**src/rtl/assert_macros.svh**
```systemverilog
// ---------------------------------------------------------------------------
// assertion macros
// shared helpers for concurrent checks, clocked and reset-qualified
// ---------------------------------------------------------------------------
`ifndef ASSERT_MACROS_SVH
`define ASSERT_MACROS_SVH

// same-cycle implication
`define ASSERT_IMPLY(label, clk, rst_n, ante, cons) \
    label: assert property (@(posedge clk) disable iff (!(rst_n)) (ante) |-> (cons)) \
        else $error("wsir assertion failed");

// next-cycle implication
`define ASSERT_NEXT(label, clk, rst_n, ante, cons) \
    label: assert property (@(posedge clk) disable iff (!(rst_n)) (ante) |=> (cons)) \
        else $error("wsir assertion failed");

`endif

```
**src/rtl/wsir_pkg.sv**
```systemverilog
// ---------------------------------------------------------------------------
// wsir_pkg
// shared constants, types and helpers of the weight stream inverse reorder
// ---------------------------------------------------------------------------
package wsir_pkg;

    localparam int IN_UBLOCK    = 8;
    localparam int OUT_UBLOCK   = 8;
    localparam int ADDR_WIDTH   = 20;
    localparam int MAX_CHANNELS = 1024;
    localparam int MAX_KERNEL   = 64;

    localparam int CH_W = $clog2(MAX_CHANNELS + 1);
    localparam int K_W  = $clog2(MAX_KERNEL + 1);
    localparam int IM_W = $clog2(IN_UBLOCK + 1);
    localparam int OM_W = $clog2(OUT_UBLOCK + 1);
    localparam int SE_W = 2 * K_W + 1;
    localparam int CI_W = 6;
    localparam int IB_W = CI_W + IM_W + 1;
    localparam int OU_W = 9 + OM_W;
    localparam int A1_W = CH_W + K_W + 2;
    localparam int A2_W = A1_W + K_W + 1;
    localparam int A3_W = A2_W + CH_W + 1;

    localparam int FIFO_DEPTH = 4;
    localparam int PTR_W      = $clog2(FIFO_DEPTH);
    localparam int CNT_W      = $clog2(FIFO_DEPTH + 1);

    // configuration word widths
    localparam int OC_REG_W  = 11;
    localparam int KS_REG_W  = 7;
    localparam int OBD_REG_W = 8;
    localparam int MD_REG_W  = 3;
    localparam int PADDR_W   = 5;
    localparam int PDATA_W   = 32;

    typedef enum logic [2:0] {
        REG_OUT_CHANNELS    = 3'd0,
        REG_IN_CHANNELS     = 3'd1,
        REG_KERNEL_HEIGHT   = 3'd2,
        REG_KERNEL_WIDTH    = 3'd3,
        REG_OUT_BLOCK_DEPTH = 3'd4,
        REG_DECOMP_HEIGHT   = 3'd5,
        REG_DECOMP_WIDTH    = 3'd6,
        REG_MODE            = 3'd7
    } t_reg_idx;

    typedef struct packed {
        logic [CH_W-1:0]  ofm_d;
        logic [CH_W-1:0]  ifm_d;
        logic [CH_W-1:0]  in_bound;
        logic [K_W-1:0]   kh;
        logic [K_W-1:0]   kw;
        logic [K_W-1:0]   dh;
        logic [K_W-1:0]   dwd;
        logic [OBD_REG_W-1:0] obd;
        logic [CI_W-1:0]  ibd;
        logic             dw;
        logic             pk;
        logic             b16;
        logic             empty;
    } t_geom;

    typedef struct packed {
        logic              we_ok;
        logic [CH_W:0]     oz;
        logic [K_W:0]      y;
        logic [K_W:0]      x;
        logic [CH_W:0]     iz;
        logic signed [15:0] weight;
        logic              done_res;
        logic              short_stream;
    } t_entry;

    typedef enum logic [1:0] {
        BK_IDLE,
        BK_ROW,
        BK_COL,
        BK_CHAN
    } t_back_state;

    function automatic logic [CH_W-1:0] sat_ch(input logic [OC_REG_W-1:0] v);
        if (32'(v) > MAX_CHANNELS) begin
            return CH_W'(MAX_CHANNELS);
        end
        return CH_W'(v);
    endfunction

    function automatic logic [K_W-1:0] sat_k(input logic [KS_REG_W-1:0] v);
        if (32'(v) > MAX_KERNEL) begin
            return K_W'(MAX_KERNEL);
        end
        return K_W'(v);
    endfunction

endpackage

```
**src/rtl/wsir_if.sv**
```systemverilog
// ---------------------------------------------------------------------------
// wsir interfaces
// weight input channel and address result channel
// ---------------------------------------------------------------------------
interface wsir_in_if;
    logic               valid;
    logic               ready;
    logic signed [15:0] weight;
    logic               last;

    modport source (output valid, output weight, output last, input ready);
    modport sink (input valid, input weight, input last, output ready);
endinterface

interface wsir_res_if;
    import wsir_pkg::*;
    logic                  valid;
    logic                  ready;
    logic                  write_enable;
    logic [ADDR_WIDTH-1:0] address;
    logic signed [15:0]    value;
    logic                  done_res;
    logic                  short_stream;

    modport source (output valid, output write_enable, output address, output value,
                    output done_res, output short_stream, input ready);
    modport sink (input valid, input write_enable, input address, input value,
                  input done_res, input short_stream, output ready);
endinterface

```
**src/rtl/wsir_fifo.sv**
```systemverilog
// ---------------------------------------------------------------------------
// wsir_fifo
// short queue of classified transactions between front and back
// ---------------------------------------------------------------------------
`include "assert_macros.svh"

module wsir_fifo
    import wsir_pkg::*;
(
    input  logic   i_clk,
    input  logic   i_rst_n,
    input  logic   i_push,
    input  t_entry i_entry,
    output logic   o_full,
    input  logic   i_pop,
    output t_entry o_entry,
    output logic   o_empty
);

    t_entry           r_mem [FIFO_DEPTH];
    logic [PTR_W-1:0] r_wr_ptr;
    logic [PTR_W-1:0] r_rd_ptr;
    logic [CNT_W-1:0] r_count;
    logic             push;
    logic             pop;

    assign o_full  = (r_count == CNT_W'(FIFO_DEPTH));
    assign o_empty = (r_count == '0);
    assign push    = i_push && !o_full;
    assign pop     = i_pop && !o_empty;
    assign o_entry = r_mem[r_rd_ptr];

    always_ff @(posedge i_clk) begin
        if (push) begin
            r_mem[r_wr_ptr] <= i_entry;
        end
    end

    always_ff @(posedge i_clk) begin
        if (!i_rst_n) begin
            r_wr_ptr <= '0;
            r_rd_ptr <= '0;
            r_count  <= '0;
        end else begin
            if (push) begin
                r_wr_ptr <= r_wr_ptr + PTR_W'(1);
            end
            if (pop) begin
                r_rd_ptr <= r_rd_ptr + PTR_W'(1);
            end
            if (push && !pop) begin
                r_count <= r_count + CNT_W'(1);
            end else if (pop && !push) begin
                r_count <= r_count - CNT_W'(1);
            end
        end
    end

    `ASSERT_IMPLY(a_count_bound, i_clk, i_rst_n, 1'b1, r_count <= CNT_W'(FIFO_DEPTH))
    `ASSERT_NEXT(a_count_up, i_clk, i_rst_n, push && !pop, r_count == $past(r_count) + CNT_W'(1))
    `ASSERT_NEXT(a_count_dn, i_clk, i_rst_n, pop && !push, r_count == $past(r_count) - CNT_W'(1))

endmodule

```
**src/rtl/wsir_front.sv**
```systemverilog
// ---------------------------------------------------------------------------
// wsir_front
// traversal counters: classifies each weight and queues its coordinates
// ---------------------------------------------------------------------------
module wsir_front
    import wsir_pkg::*;
(
    input  logic        i_clk,
    input  logic        i_rst_n,
    input  t_geom       i_geom,
    input  logic        i_restart,
    wsir_in_if.sink     i_in,
    output logic        o_push,
    output t_entry      o_entry,
    input  logic        i_full
);

    logic [IM_W-1:0] r_im, n_im;
    logic [OM_W-1:0] r_om, n_om;
    logic [IB_W-1:0] r_iin, n_iin;
    logic [SE_W-1:0] r_el, n_el;
    logic [K_W:0]    r_kx, n_kx;
    logic [K_W:0]    r_ky, n_ky;
    logic [OU_W-1:0] r_ouo, n_ouo;
    logic [IB_W-1:0] r_ioo, n_ioo;
    logic [K_W-1:0]  r_skc, n_skc;
    logic [K_W-1:0]  r_skr, n_skr;
    logic [CH_W-1:0] r_ibb, n_ibb;
    logic [CH_W-1:0] r_obb, n_obb;
    logic            r_finished, n_finished;

    logic              accept;
    logic              active;
    logic [K_W-1:0]    sub_h, sub_w, rem_h, rem_w;
    logic [2*K_W-1:0]  se_raw;
    logic [SE_W-1:0]   se, se_r1, se_r3;
    logic [CH_W-1:0]   rem_o, rem_i;
    logic [7:0]        out_blk_lim;
    logic [CI_W-1:0]   in_blk_lim, outer_lim, inner_lim;
    logic [IM_W-1:0]   im_bound;
    logic [IM_W:0]     s_im;
    logic [OM_W:0]     s_om;
    logic [IB_W-1:0]   s_iin, s_ioo;
    logic [SE_W-1:0]   s_el;
    logic [K_W:0]      s_kx;
    logic [OU_W-1:0]   s_ouo;
    logic [K_W:0]      s_skc, s_skr;
    logic [CH_W+7:0]   s_ibb, s_obb;
    logic              w_im, w_om, w_iin, w_el, w_ouo, w_ioo, w_skc, w_skr, w_ibb, w_obb;
    logic              e1, e2, e3, e4, e5, e6, e7, e8, e9, done;
    logic [CH_W:0]     iz, oz;

    assign accept   = i_in.valid && !i_full;
    assign i_in.ready = !i_full;
    assign o_push   = accept;

    always_comb begin
        active = !r_finished && !i_geom.empty && (r_obb < i_geom.ofm_d)
            && (r_ibb < i_geom.in_bound) && (r_skr < i_geom.kh) && (r_skc < i_geom.kw);

        rem_h  = i_geom.kh - r_skr;
        rem_w  = i_geom.kw - r_skc;
        sub_h  = (rem_h < i_geom.dh) ? rem_h : i_geom.dh;
        sub_w  = (rem_w < i_geom.dwd) ? rem_w : i_geom.dwd;
        se_raw = (2*K_W)'(sub_w) * (2*K_W)'(sub_h);
        se_r1  = SE_W'(se_raw) + SE_W'(1);
        se_r3  = SE_W'(se_raw) + SE_W'(3);
        if (i_geom.pk) begin
            se = i_geom.b16 ? {se_r1[SE_W-1:1], 1'b0} : {se_r3[SE_W-1:2], 2'b00};
        end else if (i_geom.dw) begin
            se = {se_r3[SE_W-1:2], 2'b00};
        end else begin
            se = SE_W'(se_raw);
        end

        rem_o    = i_geom.ofm_d - r_obb;
        out_blk_lim = (32'(i_geom.obd) < 32'(rem_o)) ? i_geom.obd : 8'(rem_o);
        rem_i    = i_geom.ifm_d - r_ibb;
        if (i_geom.dw) begin
            in_blk_lim = CI_W'(IN_UBLOCK);
        end else if (i_geom.pk) begin
            in_blk_lim = (32'(i_geom.ibd) < 32'(rem_i)) ? i_geom.ibd : CI_W'(rem_i);
        end else begin
            in_blk_lim = i_geom.ibd;
        end
        outer_lim = i_geom.pk ? in_blk_lim : CI_W'(1);
        inner_lim = i_geom.pk ? CI_W'(1) : in_blk_lim;
        im_bound  = i_geom.dw ? IM_W'(1) : IM_W'(IN_UBLOCK);

        s_im  = {1'b0, r_im} + (IM_W+1)'(1);
        s_om  = {1'b0, r_om} + (OM_W+1)'(1);
        s_iin = r_iin + IB_W'(IN_UBLOCK);
        s_el  = r_el + SE_W'(1);
        s_kx  = r_kx + (K_W+1)'(1);
        s_ouo = r_ouo + OU_W'(OUT_UBLOCK);
        s_ioo = r_ioo + IB_W'(IN_UBLOCK);
        s_skc = {1'b0, r_skc} + {1'b0, i_geom.dwd};
        s_skr = {1'b0, r_skr} + {1'b0, i_geom.dh};
        s_ibb = (CH_W+8)'(r_ibb) + (CH_W+8)'(i_geom.ibd);
        s_obb = (CH_W+8)'(r_obb) + (CH_W+8)'(i_geom.obd);

        w_im  = s_im >= (IM_W+1)'(im_bound);
        w_om  = s_om >= (OM_W+1)'(OUT_UBLOCK);
        w_iin = s_iin >= IB_W'(inner_lim);
        w_el  = s_el >= se;
        w_ouo = s_ouo >= OU_W'(out_blk_lim);
        w_ioo = s_ioo >= IB_W'(outer_lim);
        w_skc = s_skc >= (K_W+1)'(i_geom.kw);
        w_skr = s_skr >= (K_W+1)'(i_geom.kh);
        w_ibb = s_ibb >= (CH_W+8)'(i_geom.in_bound);
        w_obb = s_obb >= (CH_W+8)'(i_geom.ofm_d);

        e1   = active && w_im;
        e2   = e1 && w_om;
        e3   = e2 && w_iin;
        e4   = e3 && w_el;
        e5   = e4 && w_ouo;
        e6   = e5 && w_ioo;
        e7   = e6 && w_skc;
        e8   = e7 && w_skr;
        e9   = e8 && w_ibb;
        done = e9 && w_obb;

        iz = (CH_W+1)'(r_ibb) + (CH_W+1)'(r_iin) + (CH_W+1)'(r_ioo) + (CH_W+1)'(r_im);
        oz = (CH_W+1)'(r_obb) + (CH_W+1)'(r_ouo) + (CH_W+1)'(r_om);

        n_im  = r_im;
        n_om  = r_om;
        n_iin = r_iin;
        n_el  = r_el;
        n_kx  = r_kx;
        n_ky  = r_ky;
        n_ouo = r_ouo;
        n_ioo = r_ioo;
        n_skc = r_skc;
        n_skr = r_skr;
        n_ibb = r_ibb;
        n_obb = r_obb;
        n_finished = r_finished || done;

        if (active) begin
            n_im = w_im ? '0 : s_im[IM_W-1:0];
        end
        if (e1) begin
            n_om = w_om ? '0 : s_om[OM_W-1:0];
        end
        if (e2) begin
            n_iin = w_iin ? '0 : s_iin;
        end
        if (e3) begin
            n_el = w_el ? '0 : s_el;
            if (w_el) begin
                n_kx = '0;
                n_ky = '0;
            end else if (s_kx >= (K_W+1)'(sub_w)) begin
                n_kx = '0;
                n_ky = r_ky + (K_W+1)'(1);
            end else begin
                n_kx = s_kx;
            end
        end
        if (e4) begin
            n_ouo = w_ouo ? '0 : s_ouo;
        end
        if (e5) begin
            n_ioo = w_ioo ? '0 : s_ioo;
        end
        if (e6) begin
            n_skc = w_skc ? '0 : s_skc[K_W-1:0];
        end
        if (e7) begin
            n_skr = w_skr ? '0 : s_skr[K_W-1:0];
        end
        if (e8) begin
            n_ibb = w_ibb ? '0 : s_ibb[CH_W-1:0];
        end
        if (e9) begin
            n_obb = w_obb ? '0 : s_obb[CH_W-1:0];
        end

        o_entry.we_ok = active && (iz < (CH_W+1)'(i_geom.ifm_d))
            && (oz < (CH_W+1)'(i_geom.ofm_d)) && (r_ky < (K_W+1)'(sub_h));
        o_entry.oz           = oz;
        o_entry.iz           = iz;
        o_entry.y            = (K_W+1)'(r_skr) + r_ky;
        o_entry.x            = (K_W+1)'(r_skc) + r_kx;
        o_entry.weight       = i_in.weight;
        o_entry.done_res     = done;
        o_entry.short_stream = i_in.last && !n_finished && !i_geom.empty;
    end

    always_ff @(posedge i_clk) begin
        if (!i_rst_n || i_restart || (accept && i_in.last)) begin
            r_im       <= '0;
            r_om       <= '0;
            r_iin      <= '0;
            r_el       <= '0;
            r_kx       <= '0;
            r_ky       <= '0;
            r_ouo      <= '0;
            r_ioo      <= '0;
            r_skc      <= '0;
            r_skr      <= '0;
            r_ibb      <= '0;
            r_obb      <= '0;
            r_finished <= 1'b0;
        end else if (accept) begin
            r_im       <= n_im;
            r_om       <= n_om;
            r_iin      <= n_iin;
            r_el       <= n_el;
            r_kx       <= n_kx;
            r_ky       <= n_ky;
            r_ouo      <= n_ouo;
            r_ioo      <= n_ioo;
            r_skc      <= n_skc;
            r_skr      <= n_skr;
            r_ibb      <= n_ibb;
            r_obb      <= n_obb;
            r_finished <= n_finished;
        end
    end

endmodule

```
**src/rtl/wsir_back.sv**
```systemverilog
// ---------------------------------------------------------------------------
// wsir_back
// address unit: ohwi index in three multiply-add steps, output register
// ---------------------------------------------------------------------------
module wsir_back
    import wsir_pkg::*;
(
    input  logic        i_clk,
    input  logic        i_rst_n,
    input  t_geom       i_geom,
    input  t_entry      i_entry,
    input  logic        i_empty,
    output logic        o_pop,
    wsir_res_if.source  o_res
);

    t_back_state           r_state, n_state;
    t_entry                r_ent;
    logic [A3_W-1:0]       r_acc, n_acc;
    logic                  r_out_valid;
    logic                  r_out_we;
    logic [ADDR_WIDTH-1:0] r_out_addr;
    logic signed [15:0]    r_out_value;
    logic                  r_out_done;
    logic                  r_out_short;
    logic                  load;
    logic [A1_W-1:0]       a1;
    logic [A2_W-1:0]       a2;
    logic [A3_W-1:0]       a3;
    logic                  fits;

    always_ff @(posedge i_clk) begin
        if (!i_rst_n) begin
            r_state <= BK_IDLE;
        end else begin
            r_state <= n_state;
        end
    end

    always_comb begin
        n_state = r_state;
        n_acc   = r_acc;
        o_pop   = 1'b0;
        load    = 1'b0;
        a1 = A1_W'(r_ent.oz) * A1_W'(i_geom.kh) + A1_W'(r_ent.y);
        a2 = A2_W'(r_acc[A1_W-1:0]) * A2_W'(i_geom.kw) + A2_W'(r_ent.x);
        a3 = A3_W'(r_acc[A2_W-1:0]) * A3_W'(i_geom.ifm_d) + A3_W'(r_ent.iz);
        fits = (a3 >> ADDR_WIDTH) == '0;
        case (r_state)
            BK_IDLE: begin
                if (!i_empty) begin
                    o_pop   = 1'b1;
                    n_state = BK_ROW;
                end
            end
            BK_ROW: begin
                n_acc   = A3_W'(a1);
                n_state = BK_COL;
            end
            BK_COL: begin
                n_acc   = A3_W'(a2);
                n_state = BK_CHAN;
            end
            BK_CHAN: begin
                if (!r_out_valid || o_res.ready) begin
                    load    = 1'b1;
                    n_state = BK_IDLE;
                end
            end
            default: begin
                n_state = BK_IDLE;
            end
        endcase
    end

    always_ff @(posedge i_clk) begin
        if (o_pop) begin
            r_ent <= i_entry;
        end
        r_acc <= n_acc;
        if (load) begin
            r_out_we    <= r_ent.we_ok && fits;
            r_out_addr  <= (r_ent.we_ok && fits) ? a3[ADDR_WIDTH-1:0] : '0;
            r_out_value <= r_ent.weight;
            r_out_done  <= r_ent.done_res;
            r_out_short <= r_ent.short_stream;
        end
    end

    always_ff @(posedge i_clk) begin
        if (!i_rst_n) begin
            r_out_valid <= 1'b0;
        end else if (load) begin
            r_out_valid <= 1'b1;
        end else if (o_res.ready) begin
            r_out_valid <= 1'b0;
        end
    end

    assign o_res.valid        = r_out_valid;
    assign o_res.write_enable = r_out_we;
    assign o_res.address      = r_out_addr;
    assign o_res.value        = r_out_value;
    assign o_res.done_res     = r_out_done;
    assign o_res.short_stream = r_out_short;

endmodule

```
**src/rtl/weight_stream_inverse_reorder_top.sv**
```systemverilog
// each input transaction is queued, fetched by the address unit, taken through its
// three multiply-add steps and loaded into the output register once that is free;
// the address unit fetches the next one only after that load, so its fetch and steps
// set the throughput; the front takes one per cycle until the 4-entry queue fills
// reset: synchronous; registers to defaults, traversal counters cleared, queue empty
// ---------------------------------------------------------------------------
// weight_stream_inverse_reorder_top
// configuration registers, traversal front, queue and address back end
// ---------------------------------------------------------------------------
module weight_stream_inverse_reorder_top
    import wsir_pkg::*;
(
    input  logic               i_clk,
    input  logic               i_rst_n,
    input  logic               psel,
    input  logic               penable,
    input  logic               pwrite,
    input  logic [PADDR_W-1:0] paddr,
    input  logic [PDATA_W-1:0] pwdata,
    output logic [PDATA_W-1:0] prdata,
    output logic               pready,
    wsir_in_if.sink            i_in,
    wsir_res_if.source         o_res
);

    logic [OC_REG_W-1:0]  r_oc, r_ic;
    logic [KS_REG_W-1:0]  r_kh, r_kw, r_dh, r_dwd;
    logic [OBD_REG_W-1:0] r_obd;
    logic [MD_REG_W-1:0]  r_mode;
    logic                 cfg_wr;
    t_reg_idx             reg_idx;
    t_geom                geom;
    logic                 push, full, pop, empty;
    t_entry               push_entry, pop_entry;

    assign pready  = 1'b1;
    assign reg_idx = t_reg_idx'(paddr[4:2]);
    assign cfg_wr  = psel && penable && pwrite;

    always_ff @(posedge i_clk) begin
        if (!i_rst_n) begin
            r_oc   <= OC_REG_W'(1);
            r_ic   <= OC_REG_W'(1);
            r_kh   <= KS_REG_W'(1);
            r_kw   <= KS_REG_W'(1);
            r_obd  <= OBD_REG_W'(8);
            r_dh   <= KS_REG_W'(1);
            r_dwd  <= KS_REG_W'(1);
            r_mode <= '0;
        end else if (cfg_wr) begin
            case (reg_idx)
                REG_OUT_CHANNELS:    r_oc   <= pwdata[OC_REG_W-1:0];
                REG_IN_CHANNELS:     r_ic   <= pwdata[OC_REG_W-1:0];
                REG_KERNEL_HEIGHT:   r_kh   <= pwdata[KS_REG_W-1:0];
                REG_KERNEL_WIDTH:    r_kw   <= pwdata[KS_REG_W-1:0];
                REG_OUT_BLOCK_DEPTH: r_obd  <= pwdata[OBD_REG_W-1:0];
                REG_DECOMP_HEIGHT:   r_dh   <= pwdata[KS_REG_W-1:0];
                REG_DECOMP_WIDTH:    r_dwd  <= pwdata[KS_REG_W-1:0];
                REG_MODE:            r_mode <= pwdata[MD_REG_W-1:0];
                default: begin
                end
            endcase
        end
    end

    always_comb begin
        case (reg_idx)
            REG_OUT_CHANNELS:    prdata = PDATA_W'(r_oc);
            REG_IN_CHANNELS:     prdata = PDATA_W'(r_ic);
            REG_KERNEL_HEIGHT:   prdata = PDATA_W'(r_kh);
            REG_KERNEL_WIDTH:    prdata = PDATA_W'(r_kw);
            REG_OUT_BLOCK_DEPTH: prdata = PDATA_W'(r_obd);
            REG_DECOMP_HEIGHT:   prdata = PDATA_W'(r_dh);
            REG_DECOMP_WIDTH:    prdata = PDATA_W'(r_dwd);
            REG_MODE:            prdata = PDATA_W'(r_mode);
            default:             prdata = '0;
        endcase
    end

    // sanitised geometry
    always_comb begin
        geom.ofm_d    = sat_ch(r_oc);
        geom.ifm_d    = sat_ch(r_ic);
        geom.kh       = sat_k(r_kh);
        geom.kw       = sat_k(r_kw);
        geom.dh       = sat_k((r_dh == '0) ? KS_REG_W'(1) : r_dh);
        geom.dwd      = sat_k((r_dwd == '0) ? KS_REG_W'(1) : r_dwd);
        geom.obd      = (r_obd == '0) ? OBD_REG_W'(1) : r_obd;
        geom.dw       = r_mode[0];
        geom.pk       = r_mode[1];
        geom.b16      = r_mode[2];
        geom.ibd      = (r_mode[1] || r_mode[2]) ? CI_W'(16) : CI_W'(32);
        geom.in_bound = r_mode[0] ? CH_W'(1) : geom.ifm_d;
        geom.empty    = (geom.ofm_d == '0) || (geom.kh == '0) || (geom.kw == '0)
            || (geom.in_bound == '0);
    end

    wsir_front u_front (
        .i_clk     (i_clk),
        .i_rst_n   (i_rst_n),
        .i_geom    (geom),
        .i_restart (cfg_wr),
        .i_in      (i_in),
        .o_push    (push),
        .o_entry   (push_entry),
        .i_full    (full)
    );

    wsir_fifo u_fifo (
        .i_clk   (i_clk),
        .i_rst_n (i_rst_n),
        .i_push  (push),
        .i_entry (push_entry),
        .o_full  (full),
        .i_pop   (pop),
        .o_entry (pop_entry),
        .o_empty (empty)
    );

    wsir_back u_back (
        .i_clk   (i_clk),
        .i_rst_n (i_rst_n),
        .i_geom  (geom),
        .i_entry (pop_entry),
        .i_empty (empty),
        .o_pop   (pop),
        .o_res   (o_res)
    );

endmodule
```
**src/flat_wrapper.sv**
```systemverilog
// flat-port wrapper written by rule: the top's interface ports become plain ports
module weight_stream_inverse_reorder_top_flat import wsir_pkg::*;
  (i_clk, i_rst_n, psel, penable, pwrite, paddr, pwdata, prdata, pready, i_in_valid, i_in_weight, i_in_last, i_in_ready, o_res_valid, o_res_write_enable, o_res_address, o_res_value, o_res_done_res, o_res_short_stream, o_res_ready);
  wsir_in_if i_in_i ();
  wsir_res_if o_res_i ();
  input  logic i_clk;
  input  logic i_rst_n;
  input  logic psel;
  input  logic penable;
  input  logic pwrite;
  input  logic [PADDR_W-1:0] paddr;
  input  logic [PDATA_W-1:0] pwdata;
  output logic [PDATA_W-1:0] prdata;
  output logic pready;
  input wire logic [$bits(i_in_i.valid)-1:0] i_in_valid;
  input wire logic [$bits(i_in_i.weight)-1:0] i_in_weight;
  input wire logic [$bits(i_in_i.last)-1:0] i_in_last;
  output wire logic [$bits(i_in_i.ready)-1:0] i_in_ready;
  output wire logic [$bits(o_res_i.valid)-1:0] o_res_valid;
  output wire logic [$bits(o_res_i.write_enable)-1:0] o_res_write_enable;
  output wire logic [$bits(o_res_i.address)-1:0] o_res_address;
  output wire logic [$bits(o_res_i.value)-1:0] o_res_value;
  output wire logic [$bits(o_res_i.done_res)-1:0] o_res_done_res;
  output wire logic [$bits(o_res_i.short_stream)-1:0] o_res_short_stream;
  input wire logic [$bits(o_res_i.ready)-1:0] o_res_ready;
  assign i_in_i.valid = i_in_valid;
  assign i_in_i.weight = i_in_weight;
  assign i_in_i.last = i_in_last;
  assign i_in_ready = i_in_i.ready;
  assign o_res_valid = o_res_i.valid;
  assign o_res_write_enable = o_res_i.write_enable;
  assign o_res_address = o_res_i.address;
  assign o_res_value = o_res_i.value;
  assign o_res_done_res = o_res_i.done_res;
  assign o_res_short_stream = o_res_i.short_stream;
  assign o_res_i.ready = o_res_ready;
  weight_stream_inverse_reorder_top u_core (.i_clk(i_clk), .i_rst_n(i_rst_n), .psel(psel), .penable(penable), .pwrite(pwrite), .paddr(paddr), .pwdata(pwdata), .prdata(prdata), .pready(pready), .i_in(i_in_i), .o_res(o_res_i));
endmodule
```
**config.mk**
```make
export PLATFORM = sky130hd
export DESIGN_NAME = weight_stream_inverse_reorder_top_flat
export DESIGN_NICKNAME = d
export VERILOG_FILES = /design/src/rtl/wsir_pkg.sv /design/src/rtl/wsir_if.sv /design/src/rtl/wsir_fifo.sv /design/src/rtl/wsir_front.sv /design/src/rtl/wsir_back.sv /design/src/rtl/weight_stream_inverse_reorder_top.sv /design/src/flat_wrapper.sv
export VERILOG_INCLUDE_DIRS = /design/src /design/src/rtl
export SDC_FILE = /design/constraint.sdc
export NUM_CORES = 2
export LEC_CHECK = 0
export BUFFER_PORTS_ARGS = -buffer_cell sky130_fd_sc_hd__buf_2
export CAP_MARGIN = 15
export CORE_ASPECT_RATIO = 0.9
export CORE_MARGIN = 2
export CORE_UTILIZATION = 70
export DETAILED_ROUTE_END_ITERATION = 8
export PLACE_DENSITY = 0.88
export SETUP_SLACK_MARGIN = 0.3
export SYNTH_ARGS = -nofsm -noshare
export SYNTH_HDL_FRONTEND = slang
export SYNTH_HIERARCHICAL = 1
export SYNTH_SLANG_ARGS = --single-unit
export TNS_END_PERCENT = 5
```
**constraint.sdc**
```tcl
create_clock -name i_clk -period 20.5 [get_ports i_clk]
set_input_delay 2.05 -clock i_clk [delete_from_list [all_inputs] [get_ports i_clk]]
set_output_delay 2.05 -clock i_clk [all_outputs]
set_load 0.01 [all_outputs]
```
Yosys cells after proc, flatten, opt, wreduce, memory -nomap -nowiden
Memory sizes are Yosys's and may differ from the RTL's. A register that Yosys moved wholly into a read port is not among the register bits.
Cells that the tools add are included.

operators by class
  add/subtract/negate cells = 32
  multipliers = 4
  order comparisons = 28
  equal/unequal tests = 13
  muxes and demuxes = 64
  reduce and logical (&&, ||, !) cells = 81

operators with widths
  cell                     number
  $pmux W32 S8             1
  $mux W11                 9
  $mux W7                  14
  $mux W15                 4
  $pmux W28 S2             1
  $mux W8                  6
  $add A39 B12 Y40         1
  $logic_not A40 Y1        1
  $mul A28 B11 Y39         1
  $reduce_and A2 Y1        19
  $mux W6                  6
  $logic_and A1 B1 Y1      29
  $add A27 B8 Y28          1
  $gt A7 B7 Y1 const B     4
  $logic_not A7 Y1         4
  $lt A7 B7 Y1             4
  $mul A20 B7 Y27          1
  $add A12 B4 Y12          2
  $ge A12 B11 Y1           2
  $ge A8 B7 Y1             3
  $lt A12 B11 Y1           2
  $add A11 B4 Y11 const B  2
  $ge A11 B6 Y1            2
  $gt A11 B11 Y1 const B   2
  49 further kinds         101

storage, ports and cells
  register bits after elaboration = 249
  bits in writable memories = 236
  input port bits = 61
  logic and storage cells = 255
  memories kept = 1

memory list
  memory               words  width  read ports  clocked after Yosys merged registers in  wr ports  line             text
  u_core.u_fifo.r_mem  4      59     1           1                                        1         wsir_fifo.sv:20  t_entry r_mem [FIFO_DEPTH];

Depth between registers and ports, before layout
  word-level depth = 27
  depth in mapped cells = 44

By module
Netlist, hierarchy kept.

by module, submodules not included
  module                             times used  cells an instance  area each (um^2)
  wsir_back                          1           2348               22484.1
  wsir_front                         1           1837               15049.4
  wsir_fifo                          1           357                8999.9
  weight_stream_inverse_reorder_top  1           437                3422.0

Worst setup path before layout
OpenSTA, ideal clock, no wires.

  path type = reg2reg
  start point = reg u_core.r_kw[6]
  end point = reg u_core.u_front.r_ky[6]
  setup time = 0.121 ns
  arrival = 9.334 ns
  slack = 11.045 ns
  stages on the path, launching flop included = 43
  cell sequence = dfxtp_1 -> clkbuf_1 -> nor2b_1 -> inv_1 -> ha_1 -> inv_1 -> fa_1 -> a21o_1 -> a21oi_1 -> o21bai_1 -> a21oi_1 -> xnor2_1 -> ha_1 -> nor2b_1 -> a221o_1 -> or3b_1 -> clkbuf_1 -> or2_2 -> (+7 left out) -> ha_1 -> a21boi_0 -> o21a_1 -> o21a_1 -> nor3_1 -> and3_1 -> nand3_1 -> or3_1 -> ha_1 -> nand4_1 -> inv_1 -> and2_1 -> o211ai_1 -> and2_1 -> clkbuf_4 -> o41ai_1 -> or4_1 -> nand2_1

RTL lines
  item                    line                                     text
  start, declared         weight_stream_inverse_reorder_top.sv:27  logic [KS_REG_W-1:0] r_kh, r_kw, r_dh, r_dwd;
  start signal, assigned  weight_stream_inverse_reorder_top.sv:55  REG_KERNEL_WIDTH: r_kw <= pwdata[KS_REG_W-1:0];
  end signal, assigned    wsir_front.sv:213                        r_ky <= n_ky;
  end, declared           wsir_front.sv:23                         logic [K_W:0] r_ky, n_ky;

==> impl_summary.log <==
INFO  metric crit_required = 21.06 ns
INFO  metric areaGrowthSynthToFinish = 5.48%
INFO  metric cts_hold_repair.buffers = 0
INFO  metric worst_setup_skew_after_layout = 0.0444 ns
INFO  metric ctsHtreeMaxLevel = 2
INFO  metric synth-edff-count = 362
INFO  metric syn_inst = 4979
INFO  metric ir_worst_vdd = 0.0969 mV
INFO  metric number_of_buffers_on_the_longest_clock_path = 3
INFO  metric grt_setup_unrepaired = false
INFO  metric gr-total-overflow = 0
INFO  metric grt_usage = 34.5%
INFO  metric crit_path_max_incr_delay = 0.83 ns
INFO  metric max-cap-violations = 0
INFO  metric post_route_cells_drive_above_1_share = 8.21%
INFO  metric post_syn_area_per_cell = 10.0 um2
INFO  metric placementRows = 92
INFO  metric final_instance_count_excl_fillers = 5944
INFO  metric placedCellCount = 5837
INFO  metric nFillCells = 4467
INFO  metric post_cts.resized_instances = 0
INFO  metric report.final.hold_viol_count = 0
INFO  metric mappedNetlistArea = 50000 um2
INFO  metric synth-main-ff-cell = sky130_fd_sc_hd__edfxtp_1
INFO  metric total_routed_length = 126 mm
INFO  metric timing.critical_path.from_type = flop
INFO  metric clock_sinks = 537
INFO  metric die_height = 257 um
INFO  metric synth-seq-cells = 537
INFO  metric start_util = 71.0%
INFO  metric drtPass1Iterations = 6
INFO  metric die-area = 73500 um2
INFO  metric clock_insertion_delay_worst_skew = 0.65 ns
INFO  metric worstMarginPinSlew = 1.15 ns
INFO  metric cell_area_power_density = 83.9 nW/um2
INFO  metric setup_viol = 0
INFO  metric hpwl = 91.6 mm
INFO  metric timing.hold.ws = 0.418 ns
INFO  metric cts_tree = yes
INFO  metric grt_pass1_wl = 202 mm
INFO  metric place.gp.congestion = 0.972
INFO  metric post_drt_via_cell_ratio = 6.37
INFO  metric relSlewSlack = 22.3%
INFO  metric ant_nets = 0
INFO  metric run_status = finished, final reports clean
INFO  metric synthArstFlopShare = 0%
INFO  metric leakage = 0.0228 uW
INFO  metric wl_per_cell = 21.3 um
INFO  metric remaining_drc_errors = 0
INFO  metric fin_tns_setup = 0 ns
INFO  metric ctsRootBufferMaster = sky130_fd_sc_hd__clkbuf_16
INFO  metric num_vias = 37869
INFO  metric crit_top_cell = sky130_fd_sc_hd__inv_1
INFO  metric worstSetupPathType = reg -> reg
INFO  metric synth.yosys.seq_area_share = 28.8%
INFO  metric cts-buffers-inserted = 56
INFO  metric antenna-diode-count = 0
INFO  metric initial_antenna_violation_count = 2
INFO  metric ios = 135
INFO  metric multi_input_comb_area = 32100 um2
INFO  metric worst_hold_path_type = reg -> reg
INFO  metric number_of_global_route_vias_before_repair = 38740
INFO  metric cts.reportedPaths.clkPinSlew = 0.07 ns
INFO  metric maxSlewViolCount = 0
INFO  metric seqCellArea = 14400 um2
INFO  metric worstPathMaxFanout = 22
INFO  metric cp_slowest_cell = sky130_fd_sc_hd__nand4_1
INFO  metric final_nets = 5970
INFO  metric coreArea = 70300 um2
INFO  metric crit_path_end_kind = flop
INFO  metric timing.fmax = 85.3 MHz
INFO  metric post_cts_buffers = 0
INFO  metric critical_path_arrival = 12.27 ns
INFO  metric grt_start_max_net_pins = 107
INFO  metric synth.yosys.warnings = 6
INFO  metric io_buffers = 89
INFO  metric finalWorstPathRequiredPeriod = 11.72 ns
INFO  metric width_of_the_chip = 286 um
INFO  metric layout_worst_path_cycle_share = 57.2%
INFO  metric detailedRoute.firstIterationViolations = 3788
INFO  metric ys_types = 108
## kinds of logic after synthesis
| group | share of synthesized area [%] |
|---|---|
| other | 0.0300 |
| multiplexers | 4.66 |
| buffers and inverters | 7.32 |
| adder cells (fa/ha/maj) | 30.6 |
| XOR/XNOR | 3.26 |
| AND/OR/NAND/NOR | 15.4 |
| flip-flops | 28.8 |
| AO/OA/AOI/OAI | 9.95 |
## flip-flops by register name, summed over array words and instances (netlist names), 15 cells and up, named ones only
| signal | flops |
|---|---|
| u_core/u_back/r_acc | 28 |
| u_core/u_back/o_res.address | 20 |
| u_core/u_back/r_ent | 59 |
| u_core/u_back/o_res.value | 16 |
| u_core/u_front/r_el | 15 |
| u_core/u_fifo/r_mem | 236 |
## cell usage after synthesis, types with 73 or more instances
cell type	number	area share (%)
sky130_fd_sc_hd__nand3_1	137	1.4
sky130_fd_sc_hd__nand2_1	511	3.8
sky130_fd_sc_hd__ha_1	503	13
sky130_fd_sc_hd__fa_1	449	18
sky130_fd_sc_hd__nor2_1	153	1.1
sky130_fd_sc_hd__a21oi_1	223	2.2
sky130_fd_sc_hd__dfxtp_1	175	7.0
sky130_fd_sc_hd__inv_1	624	4.7
sky130_fd_sc_hd__xnor2_1	121	2.1
sky130_fd_sc_hd__clkbuf_1	159	1.2
sky130_fd_sc_hd__and2_1	278	3.5
sky130_fd_sc_hd__nor3_1	73	0.73
sky130_fd_sc_hd__edfxtp_1	362	22
sky130_fd_sc_hd__o21ai_0	171	1.7
## layout by cell type, fill, tap and decap left out, types with 64 or more instances in the layout
cell	n
sky130_fd_sc_hd__nand2_1	511
sky130_fd_sc_hd__nor2_1	153
sky130_fd_sc_hd__nand3_1	137
sky130_fd_sc_hd__a21oi_1	223
sky130_fd_sc_hd__ha_1	503
sky130_fd_sc_hd__inv_1	624
sky130_fd_sc_hd__buf_2	88
sky130_fd_sc_hd__edfxtp_1	362
sky130_fd_sc_hd__xnor2_1	121
sky130_fd_sc_hd__nor3_1	73
sky130_fd_sc_hd__xor2_1	64
sky130_fd_sc_hd__a21o_1	71
sky130_fd_sc_hd__fa_1	449
sky130_fd_sc_hd__dfxtp_1	172
sky130_fd_sc_hd__mux4_2	65
sky130_fd_sc_hd__and2_1	274
sky130_fd_sc_hd__o21ai_0	171
## power by group
group	total (uW)	internal [uW]	switching (uW)
clock network	1010	545	463
logic	1800	681	1120
registers	1610	1400	210
## final timing paths
check | start | slack [ns] | cells after the start | to
setup reg to reg | u_core/r_kh[6] | 8.78 | 44 | u_core/u_front/r_skr[5]
hold reg to reg | u_core/u_back/r_ent[13] | 0.42 | 0 | u_core/u_back/o_res.value[11]
hold / removal | u_core/u_back/r_ent[13] | 0.42 | 0 | u_core/u_back/o_res.value[11]
setup / recovery | u_core/r_kh[6] | 8.78 | 44 | u_core/u_front/r_skr[5]
## through the flow
step	setup slack [ns]	cell area, um2	util [%]	total power (uW)
after floorplan	11.05	50100	-	2800
after global placement	9.30	50900	72.3	3200
after detailed placement	9.09	50900	72.3	3310
after CTS	9.05	52700	74.9	4380
after global routing	8.15	52700	74.9	4630
final	8.78	52700	74.9	4420
## worst max-delay path, delay by kind of cell, from the launching register on
family,cells,cell delay (ns)
AND/OR/NAND/NOR,16,3.96
adder cells (fa/ha/maj),8,3.26
AO/OA/AOI/OAI,10,1.88
buffers and inverters,8,1.25
multiplexers,1,0.71
flip-flops,1,0.33
XOR/XNOR,1,0.22
## metal layers
metal  vias up  track usage (%)  wire (um)
li1      16891                -          -
met1     18344             44.0      47700
met2      2149             57.4      60300
met3       483             5.30      11400
met4         2             17.4       7070
met5         -                0         13
## cell type report
class / count / share of cell area, %
clock buffer: 66 / 2.79
clock inverter: 39 / 0.608
inverter: 624 / 4.45
timing repair buffer: 145 / 1.69
tap: 940 / 2.23
sequential: 537 / 27.3
multi-input combinational: 3593 / 61.0
Note: power is estimated with default switching activity, not from simulation.
